File: src/infix_to_postfix_converter_assert.svh
// Assertion macros for the infix-to-postfix converter.
// Define ASSERT_OFF to compile the checks away.
`ifndef INFIX_TO_POSTFIX_CONVERTER_ASSERT_SVH
`define INFIX_TO_POSTFIX_CONVERTER_ASSERT_SVH

`ifndef ASSERT_OFF
`define ITP_ASSERT_IMP(label, clk, rst_n, ante, cons) \
	label: assert property (@(posedge clk) disable iff (!rst_n) (ante) |-> (cons)) \
		else $error("same-cycle check failed");
`define ITP_ASSERT_NXT(label, clk, rst_n, ante, cons) \
	label: assert property (@(posedge clk) disable iff (!rst_n) (ante) |=> (cons)) \
		else $error("next-cycle check failed");
`else
`define ITP_ASSERT_IMP(label, clk, rst_n, ante, cons)
`define ITP_ASSERT_NXT(label, clk, rst_n, ante, cons)
`endif

`endif

File: src/itp_pkg.sv
package itp_pkg;

	localparam logic [7:0] CH_CARET = 8'h5E;
	localparam logic [7:0] CH_STAR  = 8'h2A;
	localparam logic [7:0] CH_SLASH = 8'h2F;
	localparam logic [7:0] CH_PLUS  = 8'h2B;
	localparam logic [7:0] CH_MINUS = 8'h2D;
	localparam logic [7:0] CH_OPEN  = 8'h28;
	localparam logic [7:0] CH_CLOSE = 8'h29;

	// precedence; "none" (-1) takes code 0 so that it is the smallest code
	localparam logic [1:0] PREC_NONE = 2'd0;
	localparam logic [1:0] PREC_ADD  = 2'd1;
	localparam logic [1:0] PREC_MUL  = 2'd2;
	localparam logic [1:0] PREC_POW  = 2'd3;

	typedef enum logic [1:0] {
		ST_IDLE,
		ST_WORK,
		ST_FLUSH
	} state_t;

	typedef enum logic [1:0] {
		CLS_OPERAND,
		CLS_OPEN,
		CLS_CLOSE,
		CLS_OPER
	} char_class_t;

	typedef enum logic [1:0] {
		ERR_NONE,
		ERR_CLOSE,
		ERR_OVERFLOW,
		ERR_OPEN
	} err_t;

	typedef enum logic [1:0] {
		EMIT_INPUT,
		EMIT_TOP,
		EMIT_CLOSING
	} emit_sel_t;

	typedef struct packed {
		logic      load;
		logic      push;
		logic      pop;
		logic      emit;
		emit_sel_t emit_sel;
		logic      flag;
		err_t      flag_code;
		logic      clear;
	} cmd_t;

	typedef struct packed {
		char_class_t cls;
		logic        end_seen;
		logic        empty;
		logic        full;
		logic        top_open;
		logic        top_prec_ge;
		logic        slot_free;
	} stat_t;

	function automatic logic [1:0] prec_of(input logic [7:0] c);
		logic [1:0] p;
		p = PREC_NONE;
		if (c == CH_CARET)
			p = PREC_POW;
		else if (c == CH_STAR || c == CH_SLASH)
			p = PREC_MUL;
		else if (c == CH_PLUS || c == CH_MINUS)
			p = PREC_ADD;
		return p;
	endfunction

	function automatic char_class_t classify(input logic [7:0] c);
		char_class_t k;
		if ((c >= 8'h61 && c <= 8'h7A) || (c >= 8'h41 && c <= 8'h5A) ||
		    (c >= 8'h30 && c <= 8'h39))
			k = CLS_OPERAND;
		else if (c == CH_OPEN)
			k = CLS_OPEN;
		else if (c == CH_CLOSE)
			k = CLS_CLOSE;
		else
			k = CLS_OPER;
		return k;
	endfunction

endpackage

File: src/itp_ctrl.sv
module itp_ctrl (
	input  logic           clk,
	input  logic           arst_n,
	input  logic           in_valid,
	output logic           in_ready,
	input  itp_pkg::stat_t stat,
	output itp_pkg::cmd_t  cmd
);

	itp_pkg::state_t state_q, state_d;
	itp_pkg::state_t after_work;

	always_ff @(posedge clk or negedge arst_n) begin
		if (!arst_n)
			state_q <= itp_pkg::ST_IDLE;
		else
			state_q <= state_d;
	end

	always_comb begin
		state_d       = state_q;
		cmd           = '0;
		cmd.emit_sel  = itp_pkg::EMIT_INPUT;
		cmd.flag_code = itp_pkg::ERR_NONE;
		in_ready      = 1'b0;
		after_work    = stat.end_seen ? itp_pkg::ST_FLUSH : itp_pkg::ST_IDLE;
		case (state_q)
			itp_pkg::ST_IDLE: begin
				in_ready = 1'b1;
				if (in_valid) begin
					cmd.load = 1'b1;
					state_d  = itp_pkg::ST_WORK;
				end
			end
			itp_pkg::ST_WORK: begin
				case (stat.cls)
					itp_pkg::CLS_OPERAND: begin
						if (stat.slot_free) begin
							cmd.emit     = 1'b1;
							cmd.emit_sel = itp_pkg::EMIT_INPUT;
							state_d      = after_work;
						end
					end
					itp_pkg::CLS_OPEN: begin
						if (stat.full) begin
							cmd.flag      = 1'b1;
							cmd.flag_code = itp_pkg::ERR_OVERFLOW;
						end else begin
							cmd.push = 1'b1;
						end
						state_d = after_work;
					end
					itp_pkg::CLS_CLOSE: begin
						if (!stat.empty && !stat.top_open) begin
							if (stat.slot_free) begin
								cmd.emit     = 1'b1;
								cmd.emit_sel = itp_pkg::EMIT_TOP;
								cmd.pop      = 1'b1;
							end
						end else if (!stat.empty) begin
							cmd.pop = 1'b1;
							state_d = after_work;
						end else begin
							cmd.flag      = 1'b1;
							cmd.flag_code = itp_pkg::ERR_CLOSE;
							state_d       = after_work;
						end
					end
					default: begin
						if (!stat.empty && !stat.top_open && stat.top_prec_ge) begin
							if (stat.slot_free) begin
								cmd.emit     = 1'b1;
								cmd.emit_sel = itp_pkg::EMIT_TOP;
								cmd.pop      = 1'b1;
							end
						end else begin
							if (stat.full) begin
								cmd.flag      = 1'b1;
								cmd.flag_code = itp_pkg::ERR_OVERFLOW;
							end else begin
								cmd.push = 1'b1;
							end
							state_d = after_work;
						end
					end
				endcase
			end
			itp_pkg::ST_FLUSH: begin
				if (!stat.empty) begin
					if (stat.top_open) begin
						cmd.pop       = 1'b1;
						cmd.flag      = 1'b1;
						cmd.flag_code = itp_pkg::ERR_OPEN;
					end else if (stat.slot_free) begin
						cmd.emit     = 1'b1;
						cmd.emit_sel = itp_pkg::EMIT_TOP;
						cmd.pop      = 1'b1;
					end
				end else if (stat.slot_free) begin
					cmd.emit     = 1'b1;
					cmd.emit_sel = itp_pkg::EMIT_CLOSING;
					cmd.clear    = 1'b1;
					state_d      = itp_pkg::ST_IDLE;
				end
			end
			default: begin
				state_d = itp_pkg::ST_IDLE;
			end
		endcase
	end

endmodule

File: src/itp_dp.sv
`include "infix_to_postfix_converter_assert.svh"

module itp_dp #(
	parameter int STACK_DEPTH = 32
) (
	input  logic           clk,
	input  logic           arst_n,
	input  logic [7:0]     in_char,
	input  logic           in_end,
	input  itp_pkg::cmd_t  cmd,
	output itp_pkg::stat_t stat,
	output logic           out_valid,
	input  logic           out_ready,
	output logic           out_has,
	output logic [7:0]     out_char,
	output logic           out_last,
	output itp_pkg::err_t  out_status
);

	localparam int CW = $clog2(STACK_DEPTH + 1);
	localparam int AW = $clog2(STACK_DEPTH);
	localparam logic [CW-1:0] DEPTH_C = CW'(STACK_DEPTH);

	logic [7:0]    stack_mem [STACK_DEPTH];
	logic [7:0]    ch_q;
	logic          end_q;
	logic [7:0]    top_q;
	logic [CW-1:0] cnt_q, cnt_d, cnt_dec;
	logic [AW-1:0] rd_addr, wr_addr;
	logic          wr_en;
	itp_pkg::err_t err_q, err_d;
	logic          out_valid_q, out_has_q, out_last_q;
	logic [7:0]    out_char_q;
	itp_pkg::err_t out_status_q;
	logic          slot_free;

	assign wr_en     = cmd.push && (cnt_q != DEPTH_C);
	assign wr_addr   = cnt_q[AW-1:0];
	assign slot_free = !out_valid_q || out_ready;

	always_comb begin
		cnt_d = cnt_q;
		if (cmd.clear)
			cnt_d = '0;
		else if (wr_en)
			cnt_d = cnt_q + CW'(1);
		else if (cmd.pop)
			cnt_d = cnt_q - CW'(1);
		cnt_dec = cnt_d - CW'(1);
		rd_addr = (cnt_d == '0) ? '0 : cnt_dec[AW-1:0];
	end

	always_comb begin
		err_d = err_q;
		if (cmd.clear)
			err_d = itp_pkg::ERR_NONE;
		else if (cmd.flag && err_q == itp_pkg::ERR_NONE)
			err_d = cmd.flag_code;
	end

	// stack storage; top_q follows the entry below the next count (write-first)
	always_ff @(posedge clk) begin
		if (wr_en)
			stack_mem[wr_addr] <= ch_q;
		if (wr_en && wr_addr == rd_addr)
			top_q <= ch_q;
		else
			top_q <= stack_mem[rd_addr];
	end

	always_ff @(posedge clk) begin
		if (cmd.load) begin
			ch_q  <= in_char;
			end_q <= in_end;
		end
		if (cmd.emit) begin
			out_has_q    <= (cmd.emit_sel != itp_pkg::EMIT_CLOSING);
			out_last_q   <= (cmd.emit_sel == itp_pkg::EMIT_CLOSING);
			out_status_q <= err_q;
			case (cmd.emit_sel)
				itp_pkg::EMIT_INPUT: out_char_q <= ch_q;
				itp_pkg::EMIT_TOP:   out_char_q <= top_q;
				default:             out_char_q <= 8'h00;
			endcase
		end
	end

	always_ff @(posedge clk or negedge arst_n) begin
		if (!arst_n) begin
			cnt_q       <= '0;
			err_q       <= itp_pkg::ERR_NONE;
			out_valid_q <= 1'b0;
		end else begin
			cnt_q <= cnt_d;
			err_q <= err_d;
			if (cmd.emit)
				out_valid_q <= 1'b1;
			else if (out_ready)
				out_valid_q <= 1'b0;
		end
	end

	always_comb begin
		stat.cls         = itp_pkg::classify(ch_q);
		stat.end_seen    = end_q;
		stat.empty       = (cnt_q == '0);
		stat.full        = (cnt_q == DEPTH_C);
		stat.top_open    = (top_q == itp_pkg::CH_OPEN);
		stat.top_prec_ge = (itp_pkg::prec_of(top_q) >= itp_pkg::prec_of(ch_q));
		stat.slot_free   = slot_free;
	end

	assign out_valid  = out_valid_q;
	assign out_has    = out_has_q;
	assign out_char   = out_char_q;
	assign out_last   = out_last_q;
	assign out_status = out_status_q;

	`ITP_ASSERT_IMP(a_cnt_bound, clk, arst_n, 1'b1, cnt_q <= DEPTH_C)
	`ITP_ASSERT_IMP(a_pop_nonempty, clk, arst_n, cmd.pop, cnt_q != '0)
	`ITP_ASSERT_IMP(a_emit_has_slot, clk, arst_n, cmd.emit, slot_free)
	`ITP_ASSERT_NXT(a_clear_resets, clk, arst_n, cmd.clear,
		cnt_q == '0 && err_q == itp_pkg::ERR_NONE && out_last_q)

endmodule

File: src/infix_to_postfix_converter.sv
// Infix-to-postfix converter (shunting-yard). Feed one ASCII character per
// item on the s_ side, s_tlast on the final character of an expression.
// Letters and digits come out at once; '(' and operators wait on an
// operator stack of STACK_DEPTH entries, operators leaving in postfix order
// (^ over * / over + -, everything else lowest, all left-associative).
// Each expression ends with one closing item: m_tuser (has_char) low,
// char 0, m_tlast high, and the final status. Status on every item is the
// first error seen so far in the expression: 0 ok, 1 unmatched ')',
// 2 stack overflow (the pushed character is dropped), 3 leftover '('.
// The block takes one item at a time. It accepts an item in the idle state;
// in the work state it pops stack entries one per cycle while the output
// has room, then pushes, emits or drops the item; after the final character
// a flush state pops the rest of the stack and sends the closing item.
// Results sit in an output register, so the next item is taken while the
// last result still waits; m_tready low stalls the work only when a new
// result has nowhere to go. No clearing pass after reset: stack entries are
// only read below the fill count.
`include "infix_to_postfix_converter_assert.svh"

module infix_to_postfix_converter #(
	parameter int STACK_DEPTH = 32
) (
	input  logic        clk,
	input  logic        arst_n,
	// input characters
	input  logic        s_tvalid,
	output logic        s_tready,
	input  logic [7:0]  s_tdata,  // [7:0] in_char
	input  logic        s_tlast,  // end_of_input
	// postfix results
	output logic        m_tvalid,
	input  logic        m_tready,
	output logic [15:0] m_tdata,  // [7:0] out_char, [9:8] status, [15:10] zero
	output logic        m_tuser,  // [0] has_char
	output logic        m_tlast   // end_of_output
);

	itp_pkg::cmd_t  cmd;
	itp_pkg::stat_t stat;
	logic [7:0]     res_char;
	itp_pkg::err_t  res_status;

	// sequencer: idle / per-character work / end-of-expression flush
	itp_ctrl u_ctrl (
		.clk      (clk),
		.arst_n   (arst_n),
		.in_valid (s_tvalid),
		.in_ready (s_tready),
		.stat     (stat),
		.cmd      (cmd)
	);

	// operator stack, error flag and output register
	itp_dp #(
		.STACK_DEPTH (STACK_DEPTH)
	) u_dp (
		.clk        (clk),
		.arst_n     (arst_n),
		.in_char    (s_tdata),
		.in_end     (s_tlast),
		.cmd        (cmd),
		.stat       (stat),
		.out_valid  (m_tvalid),
		.out_ready  (m_tready),
		.out_has    (m_tuser),
		.out_char   (res_char),
		.out_last   (m_tlast),
		.out_status (res_status)
	);

	assign m_tdata = {6'b0, res_status, res_char};

	// an item is only taken when the sequencer is not busy with the last one
	`ITP_ASSERT_NXT(a_busy_after_accept, clk, arst_n, s_tvalid && s_tready, !s_tready)
	// the closing item never carries a character
	`ITP_ASSERT_IMP(a_closing_empty, clk, arst_n, m_tvalid && m_tlast,
		!m_tuser && m_tdata[7:0] == 8'h00)
	// a stalled result stays put
	`ITP_ASSERT_NXT(a_hold_stalled, clk, arst_n, m_tvalid && !m_tready,
		m_tvalid && $stable(m_tdata) && $stable(m_tlast) && $stable(m_tuser))

endmodule

File: config.mk
export PLATFORM = sky130hd
export DESIGN_NAME = infix_to_postfix_converter
export DESIGN_NICKNAME = d
export VERILOG_FILES = /design/src/itp_pkg.sv /design/src/itp_ctrl.sv /design/src/itp_dp.sv /design/src/infix_to_postfix_converter.sv
export VERILOG_INCLUDE_DIRS = /design/src /design/src/src
export SDC_FILE = /design/constraint.sdc
export NUM_CORES = 1
export LEC_CHECK = 0
export ABC_AREA = 1
export BUFFER_PORTS_ARGS = -buffer_cell sky130_fd_sc_hd__buf_2
export CAP_MARGIN = 40
export CORE_MARGIN = 3
export CORE_UTILIZATION = 66
export CTS_BUF_LIST = sky130_fd_sc_hd__clkbuf_8 sky130_fd_sc_hd__clkbuf_16
export CTS_CLUSTER_SIZE = 40
export DETAILED_ROUTE_END_ITERATION = 12
export PLACE_DENSITY = 0.84
export RECOVER_POWER = 100
export REMOVE_ABC_BUFFERS = 1
export SLEW_MARGIN = 20
export SYNTH_ARGS = -nofsm -noshare
export SYNTH_HDL_FRONTEND = slang
export SYNTH_SLANG_ARGS = --single-unit
File: constraint.sdc
create_clock -name clk -period 8.8 [get_ports clk]
set_input_delay 0.88 -clock clk [delete_from_list [all_inputs] [get_ports clk]]
set_output_delay 0.88 -clock clk [all_outputs]
set_load 0.05 [all_outputs]
==> results.tsv, run 1 <==
stage	metric	value	unit
cts	cts_tree	yes	
placement	io_buffers	26	
sta	tightest_slew	2.169	ns
cts	clock_latency	0.54	ns
yosys	synth_area_leaders	edfxtp_1 (65%), nand2_1 (12%), nand3_1 (9.1%)	
yosys	yosys_warnings	0	
yosys	synth_seq_area_share	67.89	%
cells_and_area	stdcell_area	0.01385	mm²
cells_and_area	fillCellCount	1289	
cts	cts.clk_slew.worst_paths	0.07	ns
cells_and_area	drive_gt1_share	6.041	%
drt	final_antenna_net_count	0	
yosys	synth_cell_types	39	
worst_setup_path	cpPeakStageDelay	1.31	ns
worst_setup_path	worstSetupStartpointType	register	
sta	skew	0.01248	ns
sta	rsz0062_at_grt	no	
cts	cts_hold_buf	0	
cts	cts_sinks	293	
cells_and_area	final_core_util	73.33	%
die	initial_core_util	67.77	%
sta	slew_headroom	-44.62	%
yosys	netlist_area	0.01280	mm²
cells_and_area	final_nets	1227	
cts	cts.htree.levels	1	
drt	drc	0	
power	power.leakage	5.269	nW
run_status	status	finished, violations left	
grt	grt_max_degree	74	
worst_setup_path	worst_setup_path_end_kind	register	
die	die_h	145.3	µm
die	core	0.01889	mm²
placement	placed_cell_area	0.01303	mm²
drt	wire_per_inst	19.73	µm
cts	clockRootBuffer	clkbuf_16	
sta	fmax	147.1	MHz
drt	drt_first_pass_iters	6	
cts	ctsLongestPathBuffers	3	
worst_hold_path	worstHoldPathType	in2async	
placement	dp_hpwl	17.54	mm
worst_setup_path	critPathRequiredTime	9.23	ns
grt	grt_pass1_vias	8623	
cts	post_cts_resized	0	
cells_and_area	regArea	0.008698	mm²
grt	grt_first_pass_wirelength	45.97	mm
placement	gp_routability_congestion	0.9160	
drt	vias	9003	
yosys	synth_top_area_cell	edfxtp_1	
die	placementRows	50	
grt	globalRouteTotalUtil	27.47	%
run_status	failed_checks	capacitance limit, slew limit	
yosys	synth-seq-cells	293	
die	num_io_pins	33	
worst_setup_path	crit_arrival	7.22	ns
drt	routed_via_density	6.063	
grt	grt_overflow	0	
sta	hold_viol	0	
worst_setup_path	cp_max_fo	57	
worst_setup_path	crit_path_frequent_cell	nand2_1	
drt	routed_wl	29.30	mm
cells_and_area	multi_input_area	0.003467	mm²
cells_and_area	diodes	0	
sta	tns	0	ns
die	die_area	0.02111	mm²
sta	setup_viol	0	
sta	post-route-period-util	77.24	%
yosys	syn_area_per_cell	10.80	µm²
worst_setup_path	worst-setup-path-type	reg2reg	
yosys	synthCells	1186	
power	ir_worst_vdd	428.2	µV
sta	finalCriticalPeriod	6.797	ns
yosys	synth_top_cell_area_share	64.96	%
sta	slew_violations	298	
grt	antenna_found_initial	1	
run	drv_cap	8	
drt	drt-initial-drc-count	1122	
power	pwr_density_cell	337.9	mW/mm²
cells_and_area	syn2layout_area_growth	8.198	%
worst_setup_path	critPathSlowestCell	clkinvlp_2	
die	die_w	145.3	µm
cts	cts_made_buffers	29	
cts	cts_setup_buffers	0	
## metrics by stage
stage | power [mW] | setup slack, ns | hold WS (ns) | std cells
floorplan | 2.980 | 2.017 | 0.4486 | 1130
global placement | 3.436 | 2.915 | 0.4589 | 1428
detailed placement | 3.511 | 3.336 | 0.4655 | 1431
CTS | 4.671 | 3.284 | 0.1887 | 1484
global route | 4.922 | 1.402 | 0.3522 | 1485
finish | 4.682 | 2.003 | 0.3118 | 1485
## final timing paths
path                       slack (ns)                            to                 startpoint  cells past startpoint
max in group asynchronous        8.10       u_dp.cnt_q[0]$_DFF_PN0_                     arst_n                      1
setup / recovery                 2.00                      register                   register                     30
hold reg to reg                  0.48  u_dp.out_status[0]$_DFFE_PP_  u_dp.err_q[0]$_DFFE_PN0P_                      0
setup reg to reg                 2.00                      register                   register                     30
min in group clk                 0.48  u_dp.out_status[0]$_DFFE_PP_  u_dp.err_q[0]$_DFFE_PN0P_                      0
hold / removal                   0.31     u_dp.err_q[0]$_DFFE_PN0P_                     arst_n                      1
## where the power goes
group | leakage (nW) | total [mW] | internal [mW] | switching [mW]
clock | 0.474 | 1.16 | 0.659 | 0.500
sequential | 2.67 | 1.78 | 1.68 | 0.0961
combinational | 2.13 | 1.75 | 0.463 | 1.28
## flip-flops by register name, summed over array words and instances, names as in the netlist, named ones only
name / cells
u_dp.err_q: 2
u_dp.cnt_q: 6
u_dp.out_last: 1
u_dp.stack_mem: 256
u_dp.end_q: 1
u_dp.out_status: 2
u_dp.out_has: 1
u_ctrl.state_q: 2
u_dp.ch_q: 8
u_dp.out_char: 8
u_dp.out_valid: 1
## synthesized netlist by cell type
master	number
o31ai_1	1
o221ai_1	1
nand4_2	1
nand3b_1	1
nor4_1	3
conb_1	1
nand3_1	232
dfrtp_1	11
nand2_1	402
buf_2	21
edfxtp_1	277
a21oi_1	7
nor2_2	3
nor3_1	6
o211ai_1	1
buf_4	19
a31oi_1	2
a41o_1	1
ha_1	11
inv_4	1
inv_2	4
clkbuf_1	9
nand2_4	3
dfxtp_1	5
o21a_1	1
nand4_1	6
a221oi_1	1
o21ai_1	1
o21bai_1	1
nand2_2	5
xnor2_1	1
buf_6	11
nand3_4	1
inv_1	54
buf_1	1
o22ai_1	6
o21ai_0	14
nor2_1	59
nor2_4	1
## layout by cell type, fill, tap and decap left out, drive strengths merged, types with 2 or more instances in the layout
cell	n
dfxtp	5
nor2	63
clkinvlp	2
clkinv	15
dfrtp	11
o22ai	6
conb	6
nand2	410
a31oi	2
a21oi	7
nand3	233
inv	64
o21ai	15
nor3	6
ha	11
nor4	3
clkbuf	53
edfxtp	277
buf	18
nand4	7
bufinv	2
## cells by family (layout without fill, tap and decap cells)
family	count (synthesis)	in the layout	synth area share, %
other	1	6	0.02929
DFF	293	293	67.89
xor gates and xnor gates	1	1	0.06841
adders and majority gates	11	11	1.075
AOI/OAI and AO/OA	37	37	1.700
buffers and inverters	120	154	4.944
and+or+nand+nor	723	723	24.29
## final cells by class
class	count	area share, %
clock inverters	24	1.237
repair buffers	42	1.752
multi-input cells	778	25.02
well taps	260	2.348
flip-flops and latches	293	62.78
inverters	59	1.617
clock buffers	29	5.238
## layer usage
| metal | track usage [%] | wire (µm) | vias to the layer above |
|---|---|---|---|
| met1 | 38.26 | 11250 | 4190 |
| met4 | 10.21 | 1026 | 2 |
| met5 | 0 | 17 | - |
| li1 | - | - | 4109 |
| met3 | 5.184 | 2901 | 108 |
| met2 | 43.91 | 14100 | 594 |
## critical path, delay by kind of cell (launching register included)
kind / cells / cell delay, ns
buffers and inverters: 7 / 2.65
DFF: 1 / 0.73
adders and majority gates: 1 / 0.29
and+or+nand+nor: 20 / 2.78
AOI/OAI and AO/OA: 2 / 0.19
No activity file was read; power rests on OpenSTA's default activity.
==> inputs of run 2 (changes only) <==
--- a/config.mk
+++ b/config.mk
@@ -10,11 +10,11 @@
 export BUFFER_PORTS_ARGS = -buffer_cell sky130_fd_sc_hd__buf_2
 export CAP_MARGIN = 40
 export CORE_MARGIN = 3
-export CORE_UTILIZATION = 66
+export CORE_UTILIZATION = 56
 export CTS_BUF_LIST = sky130_fd_sc_hd__clkbuf_8 sky130_fd_sc_hd__clkbuf_16
 export CTS_CLUSTER_SIZE = 40
 export DETAILED_ROUTE_END_ITERATION = 12
-export PLACE_DENSITY = 0.84
+export PLACE_DENSITY = 0.76
 export RECOVER_POWER = 100
 export REMOVE_ABC_BUFFERS = 1
 export SLEW_MARGIN = 20
==> constraint.sdc (replaced) <==
create_clock -name clk -period 5.6 [get_ports clk]
set_input_delay 0.56 -clock clk [delete_from_list [all_inputs] [get_ports clk]]
set_output_delay 0.56 -clock clk [all_outputs]
set_load 0.05 [all_outputs]
==> results.tsv, run 2 (synthesized netlist as in run 1, its figures left out) <==
stage	metric	value	unit	change
die	core	0.02216	mm²	+17%
drt	drt-initial-drc-count	970		-14%
sta	setup_viol	0		unchanged
cells_and_area	layout_commonest_cell	nand2_1		
sta	hold_viol	0		unchanged
run_status	status	finished, violations left		
drt	final_antenna_net_count	0		unchanged
worst_setup_path	crit_path_frequent_cell	nand2_1		
sta	slew_violations	36		-88%
grt	grt-busiest-layer	met2		
power	ir_worst_vdd	377.7	µV	-12%
cts	cts_sinks	293		unchanged
die	placementRows	54		+8.0%
grt	grt_util_met2	39.21	%	-4.7 points
run_status	failed_checks	capacitance limit, slew limit		
placement	dp_slack	1.022	ns	-2.314 ns
worst_setup_path	crit_arrival	5.38	ns	-1.84 ns
die	num_io_pins	33		unchanged
cts	ctsLongestPathBuffers	3		unchanged
power	power_frac_seq	36.6	%	-1.4 points
power	power.leakage	5.393	nW	+2.3%
worst_setup_path	crit_family	simple AND/OR/NAND/NOR gates		
worst_setup_path	worstSetupStartpointType	register		
grt	grt_overflow	0		unchanged
cts	clock_latency	0.54	ns	about the same
drt	routed_wl	29.77	mm	+1.6%
worst_setup_path	reg2reg_slack	0.64	ns	-1.36 ns
cts	cts_made_buffers	30		+3.4%
power	p_int	4.650	mW	+66%
worst_hold_path	whs_endpoint	u_dp.ch_q[5]$_DFFE_PP_		
drt	vias	8922		-0.90%
placement	placed_cell_area	0.01332	mm²	+2.2%
cells_and_area	stdcell_count	1546		+4.1%
cells_and_area	diodes	0		unchanged
worst_hold_path	worstHoldPathType	in2reg		
sta	slew_headroom	-14.02	%	+31 points
sta	skew	0.01259	ns	+0.0001134 ns
cts	clockRootBuffer	clkbuf_16		
die	die_area	0.02472	mm²	+17%
cells_and_area	final_cell_mix	nand2_1 (407), edfxtp_1 (277), nand3_1 (232)		
grt	globalRouteTotalUtil	24.36	%	-3.1 points
placement	placed_cells	1487		+3.9%
sta	final.setup.worst_slack	0.6441	ns	-1.359 ns
worst_setup_path	worst_setup_path_end_kind	register		
worst_hold_path	min_from	s_tdata[5]		
placement	dp_hpwl	19.22	mm	+9.6%
die	die_w	157.2	µm	+8.2%
power	p_comb_share	36.1	%	-1.2 points
drt	routed_via_density	5.771		-4.8%
run	drv_cap	1		-7
placement	gp_routability_congestion	0.9611		+4.9%
worst_hold_path	hold_depth	1		
cts	cts_tree	yes		
placement	io_buffers	26		unchanged
die	die_h	157.2	µm	+8.2%
cells_and_area	stdcell_area	0.01418	mm²	+2.4%
sta	fmax	201.8	MHz	+37%
grt	grt_pass1_vias	8559		-0.74%
cells_and_area	largest_reg_flops	256		unchanged
worst_setup_path	cpPeakStageDelay	0.41	ns	-0.90 ns
grt	grt_first_pass_wirelength	46.35	mm	+0.83%
cells_and_area	syn2layout_area_growth	10.78	%	
cells_and_area	regMostFlops	u_dp.stack_mem		
drt	drc	0		unchanged
worst_setup_path	cp_max_fo	31		-46%
cts	cts.htree.levels	1		unchanged
sta	tightest_slew	1.710	ns	-0.4590 ns
cells_and_area	drive_gt1_share	6.793	%	+0.75 points
cells_and_area	final_nets	1266		+3.2%
power	pwr_density_cell	535.3	mW/mm²	+58%
power	clkPwrFrac	27.3	%	+2.5 points
grt	grt_use_met3	2.997	%	-2.2 points
sta	tns	0	ns	unchanged
die	initial_core_util	57.78	%	-10 points
sta	rsz0062_at_grt	no		
worst_setup_path	cp.buffers_inverters	7		unchanged
grt	grt_max_degree	129		+74%
worst_setup_path	critPathSlowestCell	dfxtp_1		
cts	cts_setup_buffers	0		unchanged
grt	antenna_found_initial	0		-1
power	p_switching	2.943	mW	+57%
power	p_sw_share	38.76	%	-1.4 points
sta	finalCriticalPeriod	4.956	ns	-1.841 ns
grt	use_met1	35.15	%	-3.1 points
power	total_power	7.593	mW	+62%
worst_setup_path	r2r_cells	29		-3.3%
drt	drt_first_pass_iters	5		-1
worst_setup_path	critPathRequiredTime	6.02	ns	-3.21 ns
drt	wire_per_inst	19.26	µm	-2.4%
cts	cts.clk_slew.worst_paths	0.06	ns	about the same
sta	post-route-period-util	88.50	%	+11 points
worst_setup_path	worst-setup-path-type	reg2reg		
-- run 2: worst max-delay path by stage --
stage | endpoint | slack (ns) | depth (start not counted)
floorplan | u_dp.out_char[0]$_DFFE_PP_ | -1.18 | 23
global placement | register | 1.10 | 30
detailed placement | register | 1.02 | 30
CTS | register | 1.04 | 31
global route | register | 0.32 | 29
finish | register | 0.64 | 29
-- run 2: final cells by class --
type,instances,area [µm²]
sequential,293,8695
fill,1725,7976
inverter,59,225.2
tap,280,350.3
clock inverter,25,267.8
timing repair buffer,80,401.6
clock buffer,31,775.7
multi-input combinational,778,3470
-- run 2: metal layers --
metal,up-vias,share of wire [%],routed length [µm]
met4,0,3.5,1032
met3,65,7.8,2333
met5,-,0,0
met2,451,47,14020
met1,4214,42,12380
li1,4192,-,-
-- run 2: metrics by stage --
| stage | utilization, % | hold WS (ns) |
|---|---|---|
| CTS | 64.88 | 0.1717 |
| global route | 64.01 | 0.1720 |
| floorplan | - | 0.2644 |
| detailed placement | 60.12 | 0.4411 |
| global placement | 59.99 | 0.4372 |
| finish | 64.01 | 0.1887 |
-- run 2: timing repair --
| item | 4_1_cts | 5_1_grt |
|---|---|---|
| resized for setup | 0 | 0 |
| endpoints found under the hold margin | 11 | 0 |
| hold buffers | 1 | 0 |
-- run 2: worst reg2reg max path, delay by kind of cell (launching register included) --
| family | cells | cell delay (ns) |
|---|---|---|
| and+or+nand+nor | 19 | 2.72 |
| adders and majority gates | 1 | 0.30 |
| DFF | 1 | 0.41 |
| AOI/OAI and AO/OA | 2 | 0.26 |
| buffers and inverters | 7 | 1.13 |
-- run 2: power groups by stage --
stage	Sequential, mW	Clock, mW	Combinational [mW]
floorplan	3.07	0	1.62
global placement	2.84	0	2.69
detailed placement	2.83	0	2.75
CTS	2.78	2.09	2.77
global route	2.79	2.19	3.05
finish	2.78	2.07	2.74
